**config.mk**
```make
export PLATFORM = sky130hd
export DESIGN_NAME = terr_ctrl
export DESIGN_NICKNAME = d
export VERILOG_FILES = /design/src/rtl/terr_pkg.sv /design/src/rtl/terr_ctrl.sv
export VERILOG_INCLUDE_DIRS = /design/src /design/src/rtl
export SDC_FILE = /design/constraint.sdc
export NUM_CORES = 1
export LEC_CHECK = 0
export ABC_AREA = 1
export ABC_CLOCK_PERIOD_IN_PS = 9600
export BUFFER_PORTS_ARGS = -buffer_cell sky130_fd_sc_hd__buf_2
export CORE_MARGIN = 2
export CORE_UTILIZATION = 55
export DETAILED_ROUTE_END_ITERATION = 16
export GPL_TIMING_DRIVEN = 0
export MAX_ROUTING_LAYER = met4
export PLACE_DENSITY = 0.78
export SLEW_MARGIN = 5
export SYNTH_ARGS = -nofsm -noshare
export SYNTH_HDL_FRONTEND = slang
export SYNTH_SLANG_ARGS = --single-unit
```
**constraint.sdc**
```tcl
create_clock -name clk_i -period 9.6 [get_ports clk_i]
set_clock_uncertainty 0.05 [all_clocks]
set_input_delay 0 -clock clk_i [delete_from_list [all_inputs] [get_ports clk_i]]
set_output_delay 0 -clock clk_i [all_outputs]
set_load 0.05 [all_outputs]
```
**src/rtl/timestamped_event_record_replay_assert.svh**
```systemverilog
// Assertion macros for the trace buffer RTL.
// Depends on nothing; included inside module bodies.
`ifndef TIMESTAMPED_EVENT_RECORD_REPLAY_ASSERT_SVH
`define TIMESTAMPED_EVENT_RECORD_REPLAY_ASSERT_SVH

// Same-cycle implication, checked out of reset.
`define TERR_ASSERT_NOW(label, clk, rst_n, ante, cons) \
  label: assert property (@(posedge clk) disable iff (!rst_n) (ante) |-> (cons)) \
    else $error("trace buffer check failed");

// Next-cycle implication, checked out of reset.
`define TERR_ASSERT_NEXT(label, clk, rst_n, ante, cons) \
  label: assert property (@(posedge clk) disable iff (!rst_n) (ante) |=> (cons)) \
    else $error("trace buffer check failed");

`endif

```
**src/rtl/terr_pkg.sv**
```systemverilog
// Package for the timestamped event record and replay block.
// Holds tape sizing, request codes, sequencer states and memory request type.
`timescale 1ns / 1ps
package terr_pkg;

  localparam int TAPE_DEPTH = 4096;
  localparam int ADDR_W     = (TAPE_DEPTH > 1) ? $clog2(TAPE_DEPTH) : 1;
  localparam int CNT_W      = $clog2(TAPE_DEPTH + 1);
  localparam int OFF_W      = 32;
  localparam int PT_W       = 34;

  localparam logic [31:0] MAX_DUR_RESET = 32'd60000000;
  localparam logic [1:0]  KIND_TOGGLE   = 2'd3;

  typedef enum logic [2:0] {
    REQ_START_REC    = 3'd0,
    REQ_RECORD       = 3'd1,
    REQ_STOP_REC     = 3'd2,
    REQ_START_REPLAY = 3'd3,
    REQ_POLL         = 3'd4,
    REQ_STOP_REPLAY  = 3'd5
  } req_e;

  typedef enum logic {
    ST_IDLE = 1'b0,
    ST_EXEC = 1'b1
  } state_e;

  typedef struct packed {
    logic              rd_en;
    logic [ADDR_W-1:0] off_rd_addr;
    logic [ADDR_W-1:0] pt_rd_addr;
    logic              wr_en;
    logic [ADDR_W-1:0] wr_addr;
  } tape_req_t;

endpackage

```
**src/rtl/terr_ctrl.sv**
```systemverilog
// Sequencer and state of the trace buffer: request decode, tape pointers and flags.
// Depends on terr_pkg and the assertion macro header.
`timescale 1ns / 1ps
module terr_ctrl (
  input  logic                        clk_i,
  input  logic                        rst_ni,
  input  logic                        start,
  output logic                        busy,
  input  logic [2:0]                  req_type_i,
  input  logic [31:0]                 time_us_i,
  input  logic [15:0]                 point_x_i,
  input  logic [15:0]                 point_y_i,
  input  logic [1:0]                  event_kind_i,
  input  logic                        point_valid_i,
  input  logic                        cfg_valid_i,
  input  logic [31:0]                 cfg_data_i,
  output terr_pkg::tape_req_t         tape_req_o,
  output logic [terr_pkg::OFF_W-1:0]  off_wdata_o,
  output logic [terr_pkg::PT_W-1:0]   pt_wdata_o,
  input  logic [terr_pkg::OFF_W-1:0]  off_rdata_i,
  input  logic [terr_pkg::PT_W-1:0]   pt_rdata_i,
  output logic                        result_valid_o,
  output logic                        accepted_o,
  output logic                        replay_valid_o,
  output logic [15:0]                 replay_x_o,
  output logic [15:0]                 replay_y_o,
  output logic [1:0]                  replay_kind_o,
  output logic [31:0]                 replay_time_us_o,
  output logic [31:0]                 next_offset_us_o,
  output logic                        next_offset_valid_o,
  output logic                        is_recording_o,
  output logic                        is_replaying_o,
  output logic                        overflowed_o,
  output logic [terr_pkg::CNT_W-1:0]  stored_count_o
);
  import terr_pkg::*;
  `include "timestamped_event_record_replay_assert.svh"

  state_e state_q, state_d;
  logic   accept;

  logic [2:0]  req_q;
  logic [31:0] time_q;
  logic [15:0] x_q, y_q;
  logic [1:0]  kind_q;
  logic        pvalid_q;

  logic [CNT_W-1:0] count_q, count_d;
  logic [CNT_W-1:0] pos_q, pos_d, pos_inc;
  logic [31:0]      rec_start_q, rec_start_d;
  logic [31:0]      rep_start_q, rep_start_d;
  logic             recording_q, recording_d;
  logic             replaying_q, replaying_d;
  logic             overflow_q, overflow_d;
  logic [31:0]      max_dur_q;
  logic [31:0]      head_q, head_d;
  logic [31:0]      target_q, target_d;

  logic             res_valid_q;
  logic             acc_q, acc_d;
  logic             rv_q, rv_d;
  logic [15:0]      rx_q, rx_d, ry_q, ry_d;
  logic [1:0]       rk_q, rk_d;
  logic [31:0]      rt_q, rt_d;

  logic             exec;
  logic             wr_en;
  logic [31:0]      rec_off;
  logic [31:0]      due_diff;
  logic             pending;

  assign accept  = start && (state_q == ST_IDLE);
  assign exec    = (state_q == ST_EXEC);
  assign pos_inc = pos_q + CNT_W'(1);

  always_comb begin
    state_d = state_q;
    case (state_q)
      ST_IDLE: begin
        if (start) begin
          state_d = ST_EXEC;
        end
      end
      ST_EXEC: state_d = ST_IDLE;
      default: state_d = ST_IDLE;
    endcase
  end

  always_comb begin
    busy = 1'b0;
    case (state_q)
      ST_IDLE: busy = 1'b0;
      ST_EXEC: busy = 1'b1;
      default: busy = 1'b1;
    endcase
  end

  always_comb begin
    tape_req_o.rd_en       = accept;
    tape_req_o.off_rd_addr = (req_type_i == REQ_START_REPLAY) ? '0 : pos_inc[ADDR_W-1:0];
    tape_req_o.pt_rd_addr  = pos_q[ADDR_W-1:0];
    tape_req_o.wr_en       = wr_en;
    tape_req_o.wr_addr     = count_q[ADDR_W-1:0];
  end

  assign off_wdata_o = rec_off;
  assign pt_wdata_o  = (kind_q == KIND_TOGGLE) ? {16'd0, 16'd0, kind_q} : {x_q, y_q, kind_q};
  assign rec_off     = time_q - rec_start_q;
  assign due_diff    = time_q - target_q;

  always_comb begin
    count_d     = count_q;
    pos_d       = pos_q;
    rec_start_d = rec_start_q;
    rep_start_d = rep_start_q;
    recording_d = recording_q;
    replaying_d = replaying_q;
    overflow_d  = overflow_q;
    head_d      = head_q;
    target_d    = target_q;
    wr_en       = 1'b0;
    acc_d       = 1'b0;
    rv_d        = 1'b0;
    rx_d        = '0;
    ry_d        = '0;
    rk_d        = '0;
    rt_d        = '0;
    if (exec) begin
      case (req_q)
        REQ_START_REC: begin
          count_d     = '0;
          pos_d       = '0;
          rec_start_d = time_q;
          recording_d = 1'b1;
          replaying_d = 1'b0;
          overflow_d  = 1'b0;
        end
        REQ_RECORD: begin
          if ((kind_q == KIND_TOGGLE || pvalid_q) && recording_q) begin
            if (count_q >= CNT_W'(TAPE_DEPTH) || rec_off > max_dur_q) begin
              overflow_d  = 1'b1;
              recording_d = 1'b0;
            end else begin
              wr_en   = 1'b1;
              acc_d   = 1'b1;
              count_d = count_q + CNT_W'(1);
            end
          end
        end
        REQ_STOP_REC: recording_d = 1'b0;
        REQ_START_REPLAY: begin
          recording_d = 1'b0;
          pos_d       = '0;
          rep_start_d = time_q;
          replaying_d = (count_q != '0);
          acc_d       = (count_q != '0);
          head_d      = off_rdata_i;
          target_d    = time_q + off_rdata_i;
        end
        REQ_POLL: begin
          if (pending && !due_diff[31]) begin
            rv_d     = 1'b1;
            rx_d     = pt_rdata_i[33:18];
            ry_d     = pt_rdata_i[17:2];
            rk_d     = pt_rdata_i[1:0];
            rt_d     = target_q;
            pos_d    = pos_inc;
            head_d   = off_rdata_i;
            target_d = rep_start_q + off_rdata_i;
            if (pos_inc == count_q) begin
              replaying_d = 1'b0;
            end
          end
        end
        REQ_STOP_REPLAY: begin
          replaying_d = 1'b0;
          pos_d       = '0;
        end
        default: ;
      endcase
    end
  end

  assign pending = replaying_q && (pos_q < count_q);

  always_ff @(posedge clk_i or negedge rst_ni) begin
    if (!rst_ni) begin
      state_q     <= ST_IDLE;
      count_q     <= '0;
      pos_q       <= '0;
      rec_start_q <= '0;
      rep_start_q <= '0;
      recording_q <= 1'b0;
      replaying_q <= 1'b0;
      overflow_q  <= 1'b0;
      max_dur_q   <= MAX_DUR_RESET;
      res_valid_q <= 1'b0;
    end else begin
      state_q     <= state_d;
      count_q     <= count_d;
      pos_q       <= pos_d;
      rec_start_q <= rec_start_d;
      rep_start_q <= rep_start_d;
      recording_q <= recording_d;
      replaying_q <= replaying_d;
      overflow_q  <= overflow_d;
      res_valid_q <= exec;
      if (cfg_valid_i) begin
        max_dur_q <= cfg_data_i;
      end
    end
  end

  always_ff @(posedge clk_i) begin
    if (accept) begin
      req_q    <= req_type_i;
      time_q   <= time_us_i;
      x_q      <= point_x_i;
      y_q      <= point_y_i;
      kind_q   <= event_kind_i;
      pvalid_q <= point_valid_i;
    end
    head_q   <= head_d;
    target_q <= target_d;
    if (exec) begin
      acc_q <= acc_d;
      rv_q  <= rv_d;
      rx_q  <= rx_d;
      ry_q  <= ry_d;
      rk_q  <= rk_d;
      rt_q  <= rt_d;
    end
  end

  assign result_valid_o      = res_valid_q;
  assign accepted_o          = acc_q;
  assign replay_valid_o      = rv_q;
  assign replay_x_o          = rx_q;
  assign replay_y_o          = ry_q;
  assign replay_kind_o       = rk_q;
  assign replay_time_us_o    = rt_q;
  assign next_offset_valid_o = pending;
  assign next_offset_us_o    = pending ? head_q : '0;
  assign is_recording_o      = recording_q;
  assign is_replaying_o      = replaying_q;
  assign overflowed_o        = overflow_q;
  assign stored_count_o      = count_q;

  `TERR_ASSERT_NEXT(a_exec_follows_accept, clk_i, rst_ni, accept, state_q == ST_EXEC)
  `TERR_ASSERT_NEXT(a_result_after_exec, clk_i, rst_ni, exec, res_valid_q && !exec)
  `TERR_ASSERT_NOW(a_count_bounded, clk_i, rst_ni, 1'b1, count_q <= CNT_W'(TAPE_DEPTH))
  `TERR_ASSERT_NOW(a_modes_exclusive, clk_i, rst_ni, recording_q, !replaying_q)

endmodule
```
# Word level (Yosys, flattened, before mapping)
# Cells that the tools add are included.
[classes]
mux = 30
n_addsub = 6
bitwise_logic = 1
magnitude_cmp = 3
eq_ne = 13
reduce_logical = 26
[op_table]
columns = ["cell", "n"]
rows = [
  ["$pmux 32 s2", 2],
  ["$mux 32", 3],
  ["$add 32x32->32", 2],
  ["$sub 32x32->32", 2],
  ["$pmux 13 s2", 2],
  ["$mux 13", 3],
  ["$mux 34", 1],
  ["$gt 32x32->1", 1],
  ["$add 13x1->13 const B", 2],
  ["$reduce_and 4->1", 4],
  ["$eq 13x13->1", 1],
  ["$ge 13x13->1 const B", 1],
  ["$lt 13x13->1", 1],
  ["$reduce_bool 13->1", 1],
  ["$mux 1", 12],
  ["$mux 12", 1],
  ["$ne 2x2->1 const B", 5],
  ["$eq 3x2->1 const B", 3],
  ["$pmux 1 s2", 4],
  ["$eq 3x3->1 const B", 2],
  ["$pmux 1 s3", 2],
  ["$reduce_and 2->1", 3],
  ["$reduce_and 3->1", 2],
  ["$reduce_bool 2->1", 3],
  ["other kinds (10)", 16],
]
[totals]
elab_cells = 103
reg_bits = 329
out_inout_bits = 223
input_bits = 172

# Depth between registers and ports, before layout
# Gate-level depths: netlist (run 1).
[logic_depth]
ltp_word = 7
mapped_depth = 26
ltp_nobuf = 25

# Worst setup path before layout (run 1)
# OpenSTA, ideal clock, no wires.
[synth_timing]
path_kind = "register to output"
startpoint = "reg state_q, in the netlist exec"
endpoint = "out tape_req_o[37] (netlist bit)"
path_stages_with_launch = 5
t_arrival_ns = 5.621
path_buffers = 3
setup_slack_ns = 3.929
required_time_ns = 9.550
path_cell_list = "dfrtp_1 buf_2 clkbuf_1 nor2_1 buf_4"
[synth_via]
elab_chain_len = 2
[synth_lines]
columns = ["element", "line", "rtl"]
rows = [
  ["start, declared", "terr_ctrl.sv:39", "state_e state_q, state_d;"],
  ["start signal, assigned", "terr_ctrl.sv:199", "state_q <= state_d;"],
  ["$not 1->1", "terr_ctrl.sv:72", "assign accept = start && (state_q == ST_IDLE);"],
  ["$logic_and 1x1->1", "terr_ctrl.sv:72", ""],
  ["end, declared", "terr_ctrl.sv:17", "output terr_pkg::tape_req_t tape_req_o,"],
]
# No other way between the ends.

# Worst setup path after layout (run 1)
[layout_timing]
startpoint = "reg time_q[1]"
endpoint = "out tape_req_o[12] (netlist bit)"
[layout_via]
elab_chain_len = 7
[layout_lines]
columns = ["element", "line", "rtl"]
rows = [
  ["start, declared", "terr_ctrl.sv:43", "logic [31:0] time_q;"],
  ["start signal, assigned", "terr_ctrl.sv:217", "time_q <= time_us_i;"],
  ["$sub 32x32->32", "terr_ctrl.sv:108", "assign rec_off = time_q - rec_start_q;"],
  ["$gt 32x32->1", "terr_ctrl.sv:140", "if (count_q >= CNT_W'(TAPE_DEPTH) || rec_off > max_dur_q) begin"],
  ["$logic_or 1x1->1", "terr_ctrl.sv:140", ""],
  ["$mux 1", "terr_ctrl.sv:140", ""],
  ["$mux 1", "terr_ctrl.sv:139", "if ((kind_q == KIND_TOGGLE || pvalid_q) && recording_q) begin"],
  ["$mux 1", "terr_ctrl.sv:129", "case (req_q)"],
  ["$mux 1", "terr_ctrl.sv:128", "if (exec) begin"],
]
# No other way between the ends.

==> results.yml, run 1 <==
logic_synthesis:
  yosysTopAreaCellShare_pct: 31.8
  synth.most_common_cell: "nand2_1"
  syn_inst: 2218
  synth-async-reset-ratio_pct: 38.6
  syn_nets: 2532
  ys_dominant_reg_cell: "edfxtp_1"
  synth_cell_types: 49
  synthTopCellsByArea: "edfxtp_1 32%, dfrtp_1 15%, ha_1 9.2%, nand2_1 9.1%, inv_1 7.1%"
  ys_ff_latch: 329
  synth_warnings: 0
  synth_common_cells: "462 x nand2_1, 359 x inv_1, 248 x nor2_1"
  synthesis.area_sq_um: 19100
  synth_edf_count: 202
  ys_seq_area_share_pct: 48.6
  avgSynthCellArea_sq_um: 8.59
  synth_top_area_cell: "edfxtp_1"
grt:
  grt_max_degree: 83
  antenna_found_initial: 2
  grt_util_all_layers_pct: 32.4
  grt_pass1_vias: 17300
  grt-ovfl-total: 0
  grt_pass1_wl_mm: 88.8
setup_path:
  cp-end-kind: "output port"
  cp.arrival_ns: 4.90
  rrSetupSlack_ns: 5.48
  critPathLaunchType: "flip-flop"
  rr_startpoint: "time_q[1]"
  crit_required_ns: 9.55
  crit_path_max_fanout: 4
  crit_type: "flip-flop to output port"
  crit_start: "time_q[1]"
power_and_ir_drop:
  seqPwrFrac_pct: 35.5
  switching_share_pct: 37.3
  leakage_nw: 12.4
  combinationalPowerShare_pct: 33.6
  switchingPower_mw: 1.79
  p_total_mw: 4.79
  internal_power_mw: 3.00
  peakVddDrop_mv: 0.166
  p_clk_share_pct: 30.9
  powerDensity_nw_per_um2: 193
timing:
  final-setup-viol-count: 0
  rsz0062_at_grt: "false"
  slew-limit-headroom_pct: 40.5
  worst_slew_pin_slew_ns: 0.892
  hold_viol_final: 0
  tns_ns: 0
  period_needed_ns: 4.95
  fmax_mhz: 202
  slew_viol_final: 0
  finalCritPeriodShare_pct: 51.5
drt:
  detail_route.first_pass.iterations: 5
  first_iter_violations: 1054
  num_vias: 17500
  wl_mm: 57.2
  vias_per_cell: 5.27
  wl_per_cell_microns: 17.2
  drcViolationCount: 0
  antenna_left: 0
floorplan:
  initial_core_util_pct: 55.6
  io_pins: 395
  rows: 68
  die_h_microns: 190
  dieArea_sq_um: 36100
  core_area_sq_um: 34300
  die_w_microns: 190
clock_tree:
  cts_tree: "done"
  clk_pin_slew_worst_paths_ns: 0.06
  post_cts_resized: 0
  postCtsSetupRepairBufs: 0
  clock_latency_ns: 0.57
  cts_buffers: 37
  clock_path_buffers: 3
  hold_buffers: 175
  cts.htree.levels: 2
  clock_tree.root_cell: "clkbuf_16"
  cts.sinks: 329
placed_design:
  dp_hpwl_mm: 41.4
  portBuffers: 393
  gp_congestion: 0.937
layout:
  area_growth_pct: 30.0
  nets: 3143
  drive_above_1_share_pct: 19.9
  fillers: 2515
run:
  cap_viol_max_count: 0
worst_hold_path:
  min_path_type: "primary input to flip-flop"
  worstHoldStart: "time_us_i[22]"
run_status:
  status: "finished, final reports clean"
[state kept, by name (all words and copies together), names as in the netlist, 16 cells and up]
name	cells
head_q	32
max_dur_q	32
rec_start_q	32
rep_start_q	32
replay_time_us_o	32
target_q	32
time_q	32
replay_x_o	16
replay_y_o	16
x_q	16
y_q	16
[power by group through the flow]
| stage | combinational [mW] | sequential, mW | clock (mW) |
|---|---|---|---|
| 2_1_floorplan | 1.06 | 1.78 | 0 |
| 5_1_grt | 1.75 | 1.71 | 1.56 |
| 4_1_cts | 1.60 | 1.70 | 1.50 |
| 3_5_place_dp | 1.53 | 1.73 | 0 |
| 6_report | 1.61 | 1.70 | 1.48 |
| 3_3_place_gp | 1.48 | 1.73 | 0 |
[area by class of cell]
type | count | area (sq um) | area share (%)
well taps | 455 | 569 | 2.30
inverters | 364 | 1370 | 5.52
flip-flops and latches | 329 | 9260 | 37.4
diodes | 5 | 12.5 | 0.0505
multi-input cells | 1446 | 7980 | 32.2
clock inverters | 20 | 241 | 0.975
plain buffers | 79 | 462 | 1.86
clock buffers | 48 | 1030 | 4.16
repair buffers | 572 | 3840 | 15.5
[logic make-up (layout without fill, tap and decap cells)]
| logic type | count (synthesis) | in the layout | share of synthesized area (%) |
|---|---|---|---|
| compound gates | 334 | 334 | 9.54 |
| xor+xnor | 61 | 61 | 2.88 |
| fa+ha+maj | 142 | 142 | 9.40 |
| buf+inv | 443 | 1083 | 9.59 |
| flops | 329 | 329 | 48.6 |
| mux | 1 | 1 | 0.0591 |
| other cells | 0 | 5 | 0 |
| simple gates | 908 | 908 | 20.0 |
[worst paths after layout]
| check | to | depth (start not counted) |
|---|---|---|
| hold reg to reg | rep_start_q[31] | 2 |
| max in group asynchronous | max_dur_q[9] | 4 |
| setup reg to reg | accepted_o | 19 |
| setup / recovery | tape_req_o[12] | 21 |
| hold / removal | time_q[22] | 2 |
| min in group asynchronous | stored_count_o[3] | 4 |
[critical path, stage by stage (launching register included)]
cell and delay [ns]:
edfxtp_1 0.44, inv_1 0.17, fa_1 0.50, o21ai_2 0.21, a21oi_1 0.14, o21bai_2 0.24, a21o_1 0.17, nand3_1 0.10
nand3_1 0.09, nand2_1 0.14, ha_1 0.31, nand2_1 0.05, nor2_1 0.15, nand4_1 0.17, nor4_2 0.21, nand3b_1 0.11
nand2_1 0.12, nand2_2 0.12, or2_2 0.30, nor2_1 0.19, buf_4 0.14, buf_2 0.25
[placed cells by master (no fill, tap or decap), drive strengths merged, types with 4 or more instances in the layout]
cell type	instances
dlygate4sd3	174
a31oi	5
o21ai	171
bufinv	4
o21a	6
clkbuf	79
diode	5
a21o	15
buf	446
dfrtp	117
a21boi	5
nor2	280
nand2	469
ha	140
nor3	17
clkinv	10
nand4	22
a21oi	111
inv	367
xnor2	18
dfstp	10
o21bai	12
nand3	111
edfxtp	202
xor2	42
[through the flow]
stage	utilization, %	std cells	setup WS (ns)	hold slack (ns)	instance area, sq um
final	72.2	3318	4.65	0.0958	24800
after global routing	72.2	3315	4.30	0.0988	24800
after CTS	72.2	3313	4.65	0.0701	24800
after detailed placement	63.3	3070	5.24	-0.0910	21700
after global placement	63.0	3066	2.08	0.127	21600
after floorplan	-	2218	3.93	-0.346	19100
[layer usage]
metal / share of wire, % / vias to the layer above / track usage (%)
met5: 0 / - / -
met4: 4.3 / 0 / 13.5
met3: 6.4 / 170 / 4.74
met2: 49 / 730 / 53.7
met1: 41 / 8183 / 39.8
li1: - / 8417 / -
Note: power is estimated with default switching activity, not from simulation.
==> run 2, diff against run 1 <==
ABC_CLOCK_PERIOD_IN_PS = 4350   (was 9600)
CORE_UTILIZATION = 51   (was 55)
PLACE_DENSITY = 0.76   (was 0.78)
clock period = 4.35 ns   (was 9.6 ns; I/O delays follow)
==> results.yml, run 2 (synthesized netlist as in run 1, its figures left out) <==
run_status:
  status: "finished, final reports clean"
clock_tree:
  clk_pin_slew_worst_paths_ns: 0.06
  cts_buffers: 37
  cts.sinks: 329
  clock_latency_ns: 0.55
  cts_tree: "done"
  clock_path_buffers: 3
  clock_tree.root_cell: "clkbuf_16"
  cts.htree.levels: 2
setup_path:
  cp.arrival_ns: 4.28
  regToRegEndpoint: "target_q[30]"
  critPathLaunchType: "flip-flop"
  cp-end-kind: "output port"
  rr_startpoint: "req_q[1]"
  crit_buf_inv: 5
  cpPeakStageDelay_ns: 0.39
  crit_required_ns: 4.30
  critical_path.top_delay_family: "simple AND/OR/NAND/NOR gates"
  path_cells: "inv_4, ha_4, fa_2, o21ai_4, a21oi_4, o21bai_4, buf_6, nand4_1, o211ai_1, xor2_1, ha_1, nand2_2, inv_2, nand4_1, buf_4, a21oi_2, nor2_1, nand2_1, nand2_2, nand2_4, or2_4, nor2_4, buf_8"
  crit_path_max_fanout: 3
  rrSetupSlack_ns: 0.38
  slowest_stage: "edfxtp_1"
  crit_type: "flip-flop to output port"
  worst-r2r-cell-count: 14
timing:
  hold_viol_final: 0
  worst_slew_pin_slew_ns: 0.858
  slew-limit-headroom_pct: 42.8
  finalCritPeriodShare_pct: 99.6
  period_needed_ns: 4.33
  fmax_mhz: 231
  slew_viol_final: 0
  final-setup-viol-count: 0
  rsz0062_at_grt: "true"
run:
  cap_viol_max_count: 0
layout:
  drive_above_1_share_pct: 22.6
  nets: 3184
  fin_util_pct: 69.5
  multi_input_area_sq_um: 8390
  fillers: 2730
  regArea_sq_um: 9260
  layout_commonest_cell: "nand2_1"
  final_cell_mix: "453 x nand2_1, 397 x buf_2, 358 x inv_1, 244 x nor2_1, 202 x edfxtp_1"
  area_growth_pct: 33.8
  stdcell_count: 3370
drt:
  first_iter_violations: 1058
  antenna_left: 0
  vias_per_cell: 5.23
  drcViolationCount: 0
  detail_route.first_pass.iterations: 8
  wl_per_cell_microns: 17.7
  wl_mm: 59.5
  num_vias: 17600
power_and_ir_drop:
  p_total_mw: 10.9
  peakVddDrop_mv: 0.341
  leakage_nw: 12.6
  powerDensity_nw_per_um2: 427
placed_design:
  portBuffers: 393
  dp_hpwl_mm: 42.2
  dp.cells: 3083
  gp_congestion: 0.955
floorplan:
  initial_core_util_pct: 51.9
  core_area_sq_um: 36700
  die_w_microns: 197
  io_pins: 395
  die_h_microns: 197
  dieArea_sq_um: 38900
  rows: 70
worst_hold_path:
  holdPathEnd: "max_dur_q[25]"
  min_path_type: "primary input to flip-flop"
  worstHoldStart: "cfg_valid_i"
  whs_path_depth: 4
grt:
  grt_pass1_wl_mm: 91.5
  grt-ovfl-total: 0
  grt_util_all_layers_pct: 31.1
  grt_pass1_vias: 17600
  grt_max_degree: 87
  antenna_found_initial: 2
## run 2: cell count changes in the layout (fill, tap and decap cells not counted), sizes merged
cell	delta
inv	-2
buf	+41
diode	-2
clkinv	+5
clkinvlp	-3
## run 2: cell type report
class / instances / area share [%]
clock buffers: 48 / 4.17
clock inverters: 20 / 0.820
flip-flops and latches: 329 / 36.3
inverters: 364 / 5.37
plain buffers: 78 / 1.78
well taps: 468 / 2.30
repair buffers: 614 / 16.3
multi-input cells: 1446 / 32.9
diodes: 3 / 0.0294
## run 2: worst min-delay path: stages
cell	delay, ns
clkbuf_1	0.22
clkbuf_1	0.28
nand2_1	0.09
o21ai_0	0.07
## run 2: timing repair
item	4_1_cts	5_1_grt
buffers inserted	27	15
pin swaps	16	21
hold buffers	175	0
endpoints found under the hold margin	331	0
setup endpoints to repair	1	6
resized for setup	47	29
## run 2: metal layers
| layer | vias up | GRT usage [%] | part of all wire [%] |
|---|---|---|---|
| met1 | 8325 | 37.7 | 41 |
| met2 | 658 | 51.7 | 49 |
| met3 | 159 | 4.06 | 5.9 |
| li1 | 8496 | - | - |
| met4 | 0 | 14.6 | 4.5 |
| met5 | - | - | 0 |
## run 2: worst max-delay path by stage
stage / startpoint / endpoint / slack (ns) / depth (start not counted)
final: time_q[0] / tape_req_o[12] / 0.02 / 23
after global routing: time_q[0] / tape_req_o[12] / -0.18 / 23
after CTS: rec_start_q[0] / tape_req_o[12] / -0.08 / 20
after detailed placement: time_q[2] / tape_req_o[12] / -0.12 / 21
after global placement: exec / tape_req_o[37] / -0.73 / 5
after floorplan: time_q[0] / tape_req_o[12] / 0.28 / 21
## run 2: per-stage QoR
step | instance area [sq um] | setup slack [ns] | hold slack [ns] | setup TNS, ns
2_1_floorplan | 19100 | 0.285 | -0.346 | 0
3_3_place_gp | 21600 | -0.730 | 0.128 | -42.22
3_5_place_dp | 21700 | -0.123 | -0.112 | -0.123
4_1_cts | 25200 | -0.0803 | 0.0750 | -0.0803
5_1_grt | 25500 | -0.178 | 0.105 | -0.178
6_report | 25500 | 0.0153 | 0.0817 | 0
## run 2: power breakdown
| part | total (mW) | leakage [nW] | internal [mW] | switching, mW |
|---|---|---|---|---|
| combinational | 3.85 | 8.48 | 1.26 | 2.60 |
| clock | 3.28 | 0.628 | 1.97 | 1.31 |
| sequential | 3.76 | 3.52 | 3.61 | 0.149 |
| total | 10.9 | 12.6 | 6.84 | 4.05 |
==> run 3, diff against run 2 <==
CELL_PAD_IN_SITES_DETAIL_PLACEMENT = 0   (was unset)
CELL_PAD_IN_SITES_GLOBAL_PLACEMENT = 1   (was unset)
CORE_MARGIN = 3   (was 2)
CORE_UTILIZATION = 37   (was 51)
PLACE_DENSITY = 0.74   (was 0.76)
SETUP_SLACK_MARGIN = 0.02   (was unset)
==> results.yml, run 3 (synthesized netlist as in run 1, its figures left out) <==
run_status:
  status: "finished, final reports clean"
floorplan:
  io_pins: 395
  rows: 82
  core_area_sq_um: 50500
  die_w_microns: 233
  initial_core_util_pct: 37.7
  dieArea_sq_um: 54300
  die_h_microns: 233
grt:
  grt_util_all_layers_pct: 22.6
  grt_pass1_wl_mm: 92.9
  gr-usage-met3_pct: 2.36
  grt-ovfl-total: 0
  busiest_layer: "met2"
  use_met1_pct: 29.0
  globalRouteMet2Util_pct: 37.3
  antenna_found_initial: 2
  grt_max_degree: 82
  grt_pass1_vias: 17200
drt:
  num_vias: 17100
  antenna_left: 0
  vias_per_cell: 4.75
  wl_per_cell_microns: 16.8
  wl_mm: 60.6
  detail_route.first_pass.iterations: 7
  drcViolationCount: 0
  first_iter_violations: 1111
layout:
  layout_commonest_cell: "nand2_1"
  regArea_sq_um: 9260
  nets: 3209
  drive_above_1_share_pct: 24.4
  area_growth_pct: 37.0
  multi_input_area_sq_um: 8530
  fillers: 4805
  final_cell_mix: "451 x nand2_1, 397 x buf_2, 359 x inv_1, 243 x nor2_1, 202 x edfxtp_1"
  stdcell_count: 3599
worst_hold_path:
  holdPathEnd: "pvalid_q"
  whs_path_depth: 2
  min_path_type: "primary input to flip-flop"
  worstHoldStart: "point_valid_i"
setup_path:
  crit_required_ns: 4.30
  cp-end-kind: "output port"
  rr_startpoint: "req_q[1]"
  regToRegEndpoint: "target_q[31]"
  crit_path_max_fanout: 3
  critPathLaunchType: "flip-flop"
  crit_type: "flip-flop to output port"
  cp.arrival_ns: 4.17
  rrSetupSlack_ns: 0.46
  worst-r2r-cell-count: 14
placed_design:
  preCtsSetupSlack_ns: -0.220
  gp_congestion: 0.875
  dp.cells: 3287
  dp_hpwl_mm: 45.5
  portBuffers: 393
timing:
  slew-limit-headroom_pct: 42.5
  fin_ws_ns: 0.134
  worst_slew_pin_slew_ns: 0.862
  rsz0062_at_grt: "true"
  final-setup-viol-count: 0
  tns_ns: 0
  hold_viol_final: 0
  period_needed_ns: 4.22
  fmax_mhz: 237
  slew_viol_final: 0
  finalCritPeriodShare_pct: 96.9
clock_tree:
  clk_pin_slew_worst_paths_ns: 0.06
  clock_tree.root_cell: "clkbuf_16"
  clock_latency_ns: 0.55
  cts_tree: "done"
  cts_buffers: 40
  cts.sinks: 329
  clock_path_buffers: 3
  cts.htree.levels: 2
power_and_ir_drop:
  leakage_nw: 12.8
  peakVddDrop_mv: 0.280
  powerDensity_nw_per_um2: 427
run:
  cap_viol_max_count: 0
run 3: cell count changes in the layout (fill, tap and decap cells not counted), moves of 4 or more:
cell      before  now
a21oi_1      103   88
a21oi_2        6   22
ha_1         121  115
buf_4         70   92
clkinv_2       7   11
ha_2           1    5
run 3: layout make-up:
| cell class | count | area share [%] |
|---|---|---|
| sequential | 329 | 35.5 |
| timing repair buffer | 636 | 16.6 |
| clock buffer | 48 | 4.11 |
| antenna | 2 | 0.0192 |
| multi-input combinational | 1446 | 32.7 |
| inverter | 364 | 5.24 |
| clock inverter | 24 | 0.968 |
| tap | 672 | 3.22 |
| buffer | 78 | 1.74 |
run 3: how the worst max path moves through the flow:
stage | startpoint | endpoint | slack (ns) | cells after the start
2_1_floorplan | time_q[0] | tape_req_o[12] | 0.28 | 21
3_5_place_dp | time_q[1] | tape_req_o[12] | -0.22 | 21
3_3_place_gp | exec | tape_req_o[37] | -0.87 | 5
4_1_cts | time_q[0] | tape_req_o[12] | -0.01 | 21
5_1_grt | time_q[11] | tape_req_o[12] | -0.08 | 17
6_report | time_q[0] | tape_req_o[12] | 0.13 | 21
run 3: through the flow:
stage / total power [mW] / hold slack (ns) / utilization (%) / cell area [sq um]
6_report: 11.1 / 0.111 / 51.7 / 26100
5_1_grt: 11.8 / 0.0914 / 51.7 / 26100
4_1_cts: 11.1 / 0.0625 / 51.2 / 25800
3_5_place_dp: 7.21 / -0.0777 / 43.5 / 22000
3_3_place_gp: 7.16 / 0.127 / 43.3 / 21900
2_1_floorplan: 6.26 / -0.346 / - / 19100
run 3: metal layers:
layer  part of all wire, %  vias to the layer above
met1                    44                     8002
li1                      -                     8551
met3                   4.3                      110
met5                     0                        -
met4                   3.5                        0
met2                    48                      430
run 3: critical path, stage by stage, from the launching register on:
cell,delay [ns]
edfxtp_1,0.37
inv_4,0.06
ha_4,0.16
fa_2,0.37
o21ai_4,0.20
a21oi_2,0.09
o21bai_2,0.20
a21o_1,0.18
nand3_2,0.09
nand3_2,0.10
nand2_4,0.07
ha_4,0.27
nand2_2,0.06
nor2_4,0.11
nand4_1,0.18
nor4_4,0.23
nand3b_1,0.13
nand2_2,0.15
nand2_4,0.07
or2_4,0.24
nor2_4,0.13
buf_8,0.16
run 3: what timing repair did:
item / CTS / global route
endpoints found under the hold margin: 325 / 0
gates resized for setup: 72 / 37
hold buffers: 175 / 0
endpoints found under the setup margin: 1 / 2
pin swaps: 25 / 32
buffers inserted: 51 / 13
run 3: power by group:
part	switching [mW]	internal [mW]	total, mW
Sequential	0.147	3.61	3.76
Combinational	2.63	1.37	4.00
Clock	1.33	2.05	3.38
